## src/sv/rdc_pkg.sv

```systemverilog
package rdc_pkg;

  // Widths of the value path and of the digit stack
  localparam int unsigned VALUE_BITS  = 31;
  localparam int unsigned STACK_DEPTH = 32;
  localparam int unsigned DIGIT_W     = 6;
  localparam int unsigned ADDR_W      = $clog2(STACK_DEPTH);
  localparam int unsigned DEPTH_W     = $clog2(STACK_DEPTH + 1);
  localparam int unsigned CNT_W       = $clog2(VALUE_BITS);

  // Radix limits and reset value
  localparam logic [DIGIT_W-1:0] RADIX_MIN   = DIGIT_W'(2);
  localparam logic [DIGIT_W-1:0] RADIX_MAX   = DIGIT_W'(36);
  localparam logic [DIGIT_W-1:0] RADIX_RESET = DIGIT_W'(10);

  // Result of one division step handed back to the sequencer
  typedef struct packed {
    logic                  done;
    logic [VALUE_BITS-1:0] quotient;
    logic [DIGIT_W-1:0]    remainder;
  } div_res_t;

endpackage

```

## src/sv/rdc_divider.sv

```systemverilog
module rdc_divider
  import rdc_pkg::*;
(
  input  logic                  clk_i,
  input  logic                  rst_ni,
  input  logic                  start_i,
  input  logic [VALUE_BITS-1:0] dividend_i,
  input  logic [DIGIT_W-1:0]    divisor_i,
  output div_res_t              res_o
);

  logic                  busy_q, busy_d;
  logic                  done_q, done_d;
  logic [CNT_W-1:0]      cnt_q, cnt_d;
  logic [VALUE_BITS-1:0] quot_q, quot_d;
  logic [DIGIT_W-1:0]    rem_q, rem_d;
  logic [DIGIT_W:0]      trial;
  logic                  ge;

  // One quotient bit per cycle, restoring form
  assign trial = {rem_q, quot_q[VALUE_BITS-1]};
  assign ge    = (trial >= {1'b0, divisor_i});

  always_comb begin
    busy_d = busy_q;
    done_d = 1'b0;
    cnt_d  = cnt_q;
    quot_d = quot_q;
    rem_d  = rem_q;
    if (start_i && !busy_q) begin
      busy_d = 1'b1;
      cnt_d  = CNT_W'(VALUE_BITS - 1);
      quot_d = dividend_i;
      rem_d  = '0;
    end else if (busy_q) begin
      quot_d = {quot_q[VALUE_BITS-2:0], ge};
      rem_d  = ge ? DIGIT_W'(trial - {1'b0, divisor_i}) : trial[DIGIT_W-1:0];
      cnt_d  = cnt_q - CNT_W'(1);
      if (cnt_q == '0) begin
        busy_d = 1'b0;
        done_d = 1'b1;
      end
    end
  end

  // Control state
  always_ff @(posedge clk_i or negedge rst_ni) begin
    if (!rst_ni) begin
      busy_q <= 1'b0;
      done_q <= 1'b0;
      cnt_q  <= '0;
    end else begin
      busy_q <= busy_d;
      done_q <= done_d;
      cnt_q  <= cnt_d;
    end
  end

  // Working registers
  always_ff @(posedge clk_i) begin
    quot_q <= quot_d;
    rem_q  <= rem_d;
  end

  assign res_o.done      = done_q;
  assign res_o.quotient  = quot_q;
  assign res_o.remainder = rem_q;

endmodule

```

## src/sv/rdc_stack.sv

```systemverilog
module rdc_stack
  import rdc_pkg::*;
(
  input  logic               clk_i,
  input  logic               we_i,
  input  logic [ADDR_W-1:0]  waddr_i,
  input  logic [DIGIT_W-1:0] wdata_i,
  input  logic               re_i,
  input  logic [ADDR_W-1:0]  raddr_i,
  output logic [DIGIT_W-1:0] rdata_o
);

  logic [DIGIT_W-1:0] mem_q [STACK_DEPTH];
  logic [DIGIT_W-1:0] rdata_q;

  // Write port
  always_ff @(posedge clk_i) begin
    if (we_i) begin
      mem_q[waddr_i] <= wdata_i;
    end
  end

  // Registered read port
  always_ff @(posedge clk_i) begin
    if (re_i) begin
      rdata_q <= mem_q[raddr_i];
    end
  end

  assign rdata_o = rdata_q;

endmodule

```

## src/sv/radix_digit_converter.sv

```systemverilog
// Channel   Dir  Handshake                      Payload
// s_axis    in   s_axis_tvalid/s_axis_tready    tdata[30:0] value
// m_axis    out  m_axis_tvalid/m_axis_tready    tdata[5:0] digit, tlast last_digit
// cfg       in   cfg_valid_i/cfg_ready_o        cfg_data_i radix
//
// Each digit of a value is formed in the shared divider, one quotient bit per
// cycle, and its remainder is pushed onto the digit stack; the stack is then
// popped to the output side. A zero value is accepted but gives no digits.
// Reset is asynchronous, active low; radix resets to 10, values 0..1 and
// 37..63 are held at 2 and 36. The input is not ready until all digits of the
// previous value are in the output register; output stalls hold the pop.
module radix_digit_converter
  import rdc_pkg::*;
(
  input  logic        clk_i,
  input  logic        rst_ni,
  input  logic        s_axis_tvalid,
  output logic        s_axis_tready,
  input  logic [31:0] s_axis_tdata,   // [30:0] value
  output logic        m_axis_tvalid,
  input  logic        m_axis_tready,
  output logic [7:0]  m_axis_tdata,   // [5:0] digit
  output logic        m_axis_tlast,   // last_digit
  input  logic        cfg_valid_i,
  output logic        cfg_ready_o,
  input  logic [5:0]  cfg_data_i      // radix
);

  localparam logic [1:0] ST_IDLE   = 2'd0;
  localparam logic [1:0] ST_DIV    = 2'd1;
  localparam logic [1:0] ST_POP_RD = 2'd2;
  localparam logic [1:0] ST_POP_LD = 2'd3;

  logic [1:0]            state_q, state_d;
  logic [DEPTH_W-1:0]    depth_q, depth_d;
  logic [DIGIT_W-1:0]    radix_q;
  logic [DIGIT_W-1:0]    radix_sat;
  logic                  out_valid_q, out_valid_d;
  logic [DIGIT_W-1:0]    out_digit_q, out_digit_d;
  logic                  out_last_q, out_last_d;

  logic                  in_req;
  logic                  out_free;
  logic                  div_start;
  logic [VALUE_BITS-1:0] div_dividend;
  div_res_t              div_res;
  logic                  push;
  logic                  pop_rd;
  logic [DIGIT_W-1:0]    stack_rdata;

  // Radix register, held to the legal range on write
  always_comb begin
    if (cfg_data_i < RADIX_MIN) begin
      radix_sat = RADIX_MIN;
    end else if (cfg_data_i > RADIX_MAX) begin
      radix_sat = RADIX_MAX;
    end else begin
      radix_sat = cfg_data_i;
    end
  end

  always_ff @(posedge clk_i or negedge rst_ni) begin
    if (!rst_ni) begin
      radix_q <= RADIX_RESET;
    end else if (cfg_valid_i) begin
      radix_q <= radix_sat;
    end
  end

  assign cfg_ready_o   = 1'b1;
  assign s_axis_tready = (state_q == ST_IDLE);
  assign in_req        = s_axis_tvalid && s_axis_tready;
  assign out_free      = !out_valid_q || m_axis_tready;

  // Sequencer
  always_comb begin
    state_d      = state_q;
    depth_d      = depth_q;
    div_start    = 1'b0;
    div_dividend = div_res.quotient;
    push         = 1'b0;
    pop_rd       = 1'b0;
    out_valid_d  = out_valid_q && !m_axis_tready;
    out_digit_d  = out_digit_q;
    out_last_d   = out_last_q;
    unique case (state_q)
      ST_IDLE: begin
        depth_d      = '0;
        div_dividend = s_axis_tdata[VALUE_BITS-1:0];
        if (in_req && (s_axis_tdata[VALUE_BITS-1:0] != '0)) begin
          div_start = 1'b1;
          state_d   = ST_DIV;
        end
      end
      ST_DIV: begin
        if (div_res.done) begin
          push    = 1'b1;
          depth_d = depth_q + DEPTH_W'(1);
          if ((div_res.quotient == '0) || (depth_q == DEPTH_W'(STACK_DEPTH - 1))) begin
            state_d = ST_POP_RD;
          end else begin
            div_start = 1'b1;
          end
        end
      end
      ST_POP_RD: begin
        if (out_free) begin
          pop_rd  = 1'b1;
          depth_d = depth_q - DEPTH_W'(1);
          state_d = ST_POP_LD;
        end
      end
      ST_POP_LD: begin
        out_valid_d = 1'b1;
        out_digit_d = stack_rdata;
        out_last_d  = (depth_q == '0);
        state_d     = (depth_q == '0) ? ST_IDLE : ST_POP_RD;
      end
      default: begin
        state_d = ST_IDLE;
      end
    endcase
  end

  always_ff @(posedge clk_i or negedge rst_ni) begin
    if (!rst_ni) begin
      state_q     <= ST_IDLE;
      depth_q     <= '0;
      out_valid_q <= 1'b0;
    end else begin
      state_q     <= state_d;
      depth_q     <= depth_d;
      out_valid_q <= out_valid_d;
    end
  end

  // Output payload
  always_ff @(posedge clk_i) begin
    out_digit_q <= out_digit_d;
    out_last_q  <= out_last_d;
  end

  rdc_divider u_divider (
    .clk_i      (clk_i),
    .rst_ni     (rst_ni),
    .start_i    (div_start),
    .dividend_i (div_dividend),
    .divisor_i  (radix_q),
    .res_o      (div_res)
  );

  rdc_stack u_stack (
    .clk_i   (clk_i),
    .we_i    (push),
    .waddr_i (depth_q[ADDR_W-1:0]),
    .wdata_i (div_res.remainder),
    .re_i    (pop_rd),
    .raddr_i (depth_d[ADDR_W-1:0]),
    .rdata_o (stack_rdata)
  );

  assign m_axis_tvalid = out_valid_q;
  assign m_axis_tdata  = {{(8 - DIGIT_W){1'b0}}, out_digit_q};
  assign m_axis_tlast  = out_last_q;

  // Stack never overfills
  assert property (@(posedge clk_i) disable iff (!rst_ni)
    depth_q <= DEPTH_W'(STACK_DEPTH))
    else $error("digit stack depth beyond capacity");

  // Divider only restarted from idle or mid-conversion
  assert property (@(posedge clk_i) disable iff (!rst_ni)
    div_start |-> (state_q == ST_IDLE || state_q == ST_DIV))
    else $error("divider started outside conversion");

  // A digit loaded with the stack empty is flagged last and ends the conversion
  assert property (@(posedge clk_i) disable iff (!rst_ni)
    (state_q == ST_POP_LD && depth_q == '0) |=> (state_q == ST_IDLE && m_axis_tlast))
    else $error("last digit not flagged");

  // Popping never overwrites a waiting digit
  assert property (@(posedge clk_i) disable iff (!rst_ni)
    (state_q == ST_POP_LD) |-> $past(out_free))
    else $error("output register overwritten");

endmodule
```

## config.mk

```make
export PLATFORM = sky130hd
export DESIGN_NAME = radix_digit_converter
export DESIGN_NICKNAME = d
export VERILOG_FILES = /design/src/sv/rdc_pkg.sv /design/src/sv/rdc_divider.sv /design/src/sv/rdc_stack.sv /design/src/sv/radix_digit_converter.sv
export SDC_FILE = /design/constraint.sdc
export NUM_CORES = 1
export LEC_CHECK = 0
export ABC_AREA = 1
export BUFFER_PORTS_ARGS = -buffer_cell sky130_fd_sc_hd__buf_4
export CORE_ASPECT_RATIO = 0.75
export CORE_UTILIZATION = 45
export CTS_CLUSTER_DIAMETER = 150
export CTS_CLUSTER_SIZE = 14
export DETAILED_ROUTE_END_ITERATION = 8
export GPL_TIMING_DRIVEN = 0
export PLACE_DENSITY = 0.58
export SKIP_CTS_REPAIR_TIMING = 1
export SLEW_MARGIN = 20
export SYNTH_ARGS = -nofsm -noshare
export SYNTH_HDL_FRONTEND = slang
export SYNTH_HIERARCHICAL = 1
export SYNTH_SLANG_ARGS = --single-unit
```

## constraint.sdc

```tcl
create_clock -name clk_i -period 3.8 [get_ports clk_i]
set_input_delay 0.38 -clock clk_i [delete_from_list [all_inputs] [get_ports clk_i]]
set_output_delay 0.38 -clock clk_i [all_outputs]
set_load 0.01 [all_outputs]
```

==> results.py <==
metrics = {
    "routing": {
        "drt_pre_antenna_iters": 8,
        "drc": 0,
        "avgViaCountPerCell": 5.337,
        "drtIter0Drc": 870,
        "via_count": 8747,
        "postRouteAntennaNets": 0,
        "wl_per_cell_um": 19.03,
        "drt-total-wl_um": 31200,
    },
    "global_routing": {
        "antenna_found_initial": 0,
        "grt_use_total_pct": 22.88,
        "grt_max_degree": 36,
        "grt-ovfl-total": 0,
        "grt_pass1_vias": 7881,
        "grt_pass1_wl_um": 46910,
    },
    "job": {
        "max-cap-violations": 0,
    },
    "worst_hold_path": {
        "hold_depth": 2,
        "min-delay-path-class": "in -> reg",
        "holdCritStartpoint": "cfg_data_i[4]",
    },
    "logic_synthesis": {
        "synth_seq_area_share_pct": 63.56,
        "synth_cells": 1201,
        "synth_top_family_by_area": "simple AND/OR/NAND/NOR gates",
        "synthAdderAreaFrac_pct": 1.291,
        "muxShareOfSynthArea_pct": 2.767,
        "synth.avg_cell_area_um2": 10.16,
        "synthXorXnorAreaFrac_pct": 0.4305,
        "synth_cell_type_count": 47,
        "netlist_area_um2": 12210,
        "synthFlopType": "edfxtp_1",
        "ys_warn_count": 6,
        "ys_seq_elements": 264,
        "synth-edff-count": 236,
        "synthSimpleGateAreaFrac_pct": 25.36,
        "synth_compound_area_share_pct": 1.906,
        "async_flop_share_pct": 8.333,
    },
    "floorplanning": {
        "initial_core_util_pct": 46.44,
        "rows": 51,
        "die_w_um": 192.2,
        "design.portCount": 55,
        "dieArea_um2": 27800,
        "fp.coreArea_um2": 26290,
        "chipHeight_um": 144.6,
    },
    "timing": {
        "max_slew_margin_pct": 48.20,
        "min_period_ns": 3.218,
        "maxSlewViolCount": 0,
        "hold-worst-slack_ns": 0.09522,
        "fin_skew_ns": 0.01689,
        "timing.setup.tns_ns": 0,
        "setup_viol_count_final": 0,
        "tightest_slew_ns": 0.7769,
        "rsz0062_at_grt": "false",
        "fmax_mhz": 310.8,
        "finalHoldViolCount": 0,
        "finalCritPeriodShare_pct": 84.68,
    },
    "pwr": {
        "p_per_area_nw_per_um2": 541.1,
        "leakagePower_uw": 0.005410,
        "power_switching_uw": 2088,
        "clkPwrFrac_pct": 28.7,
        "internal_power_uw": 5351,
        "p_seq_share_pct": 55.1,
        "swShare_pct": 28.06,
        "combPwrFrac_pct": 16.2,
        "ir_worst_vdd_v": 0.0002915,
    },
    "setup_path": {
        "r2r-start": "state_q[1]",
        "timing.critical_path.mode_cell": "nand2_1",
        "cp_cell_sequence": "inv_1, nor2_2, inv_2, nor2_2, o21ai_0, nand2_1, buf_1, nand3_1, nand3_1, nand2_1, nand2_1, nand2_1, nand2_1, nand2_1",
        "crit_path_end_kind": "register",
        "crit_start": "state_q[1]",
        "crit_type": "reg -> reg",
        "startpoint_type": "register",
        "arrival_ns": 3.46,
        "required_ns": 4.04,
        "r2r_cells": 14,
        "path_max_fanout": 10,
        "slowest_stage": "buf_1",
        "cpPeakStageDelay_ns": 0.60,
    },
    "finish": {
        "diodes": 0,
        "final_common_cell": "nand2_1",
        "num-fill-cells": 2409,
        "areaGrowthSynthToFinish_pct": 12.62,
        "finalInstanceArea_um2": 13750,
        "drive_gt1_share_pct": 13.67,
        "fin_util_pct": 52.29,
        "final_cell_mix": "nand2_1 (444), edfxtp_1 (236), nand3_1 (176)",
        "nets": 1335,
    },
    "clock_tree": {
        "cts-buffers-inserted": 22,
        "cts_root_buf": "clkbuf_16",
        "clk_path_buf_depth": 3,
        "cts_sinks": 264,
        "cts.clk_slew.worst_paths_ns": 0.07,
        "cts_tree": "yes",
        "h-tree-depth": 1,
        "clk_latency_ns": 0.52,
    },
    "place": {
        "gp_congestion": 0.8807,
        "portBuffers": 50,
        "dpl_cell_area_um2": 13090,
        "dp_hpwl_um": 21880,
    },
    "run_status": {
        "outcome": "completed",
    },
}
## cell type report
class | count | area, um2 | area share [%]
buffer | 53 | 340.3 | 2.475
sequential | 264 | 7767 | 56.50
inverter | 59 | 224.0 | 1.629
timing repair buffer | 54 | 452.9 | 3.294
tap | 344 | 430.4 | 3.131
clock buffer | 39 | 645.6 | 4.696
multi-input combinational | 826 | 3887 | 28.28
## kinds of logic (layout without fill, tap and decap cells)
group | after synthesis | count (layout)
AOI/OAI and AO/OA | 37 | 37
xor gates and xnor gates | 6 | 6
buffers and inverters | 112 | 205
adders and majority gates | 12 | 12
DFF | 264 | 264
other | 2 | 3
muxes | 30 | 30
and+or+nand+nor | 738 | 738
## Yosys cell counts (3+ instances only)
library cell	number	area share, %
xor2_1	6	0.43
inv_1	55	1.7
buf_4	9	0.55
o21ai_0	18	0.74
nand2_1	444	14
ha_1	11	1.1
dfrtp_1	20	4.1
buf_6	8	0.74
nand4_1	10	0.51
clkbuf_1	13	0.40
buf_2	20	0.82
dfxtp_1	6	0.98
inv_2	3	0.092
mux2_2	29	2.7
nor3_1	3	0.12
nand3_1	176	7.2
edfxtp_1	236	58
a21oi_1	4	0.16
nor2_1	87	2.7
nor2_2	8	0.41
## routing by layer
| metal | global-route usage, % | vias to the layer above | wire length [um] |
|---|---|---|---|
| met5 | 0 | - | 0 |
| met4 | 4.517 | 0 | 573 |
| met3 | 6.236 | 43 | 3166 |
| met2 | 31.54 | 316 | 12610 |
| met1 | 35.61 | 4165 | 14850 |
| li1 | - | 4223 | - |
## state kept, by name (all words and copies together) (netlist names), 2 cells and up
name,cells
u_stack/mem_q,192
u_divider/rem_q,6
depth_q,6
u_divider/cnt_q,5
out_digit_q,6
u_divider/quot_q,31
radix_q,6
u_stack/rdata_o,6
state_q,2
## worst paths after layout
check | to | slack, ns
hold reg to reg | out_digit_q[1] | 0.42
min in group asynchronous | u_divider/cnt_q[2] | 0.31
setup / recovery | u_stack/rdata_o[4] | 0.58
setup reg to reg | u_stack/rdata_o[4] | 0.58
max in group asynchronous | radix_q[1] | 3.20
hold / removal | radix_q[4] | 0.1
## power groups by stage
stage                     Sequential, uW  Clock, uW  Combinational, uW
after global placement              4320          0                952
after detailed placement            4180          0               1190
after floorplan                     4030          0                742
after CTS                           4120       2170               1200
final                               4100       2130               1210
after global routing                4160       2270               1340
## worst max-delay path, delay by kind of cell, from the launching register on
kind	cells	cell delay [ns]
buffers and inverters	3	0.79
flip-flops	1	0.48
AO/OA/AOI/OAI	1	0.14
AND/OR/NAND/NOR	10	1.52
## per-stage QoR
| stage | power [uW] | setup WS (ns) | instances |
|---|---|---|---|
| floorplan | 4769 | 1.575 | 1202 |
| global placement | 5275 | 0.6819 | 1596 |
| detailed placement | 5369 | 0.6768 | 1599 |
| CTS | 7487 | 0.6481 | 1638 |
| global route | 7769 | 0.2411 | 1639 |
| finish | 7439 | 0.5823 | 1639 |
Power figures use the tool's default switching activity.
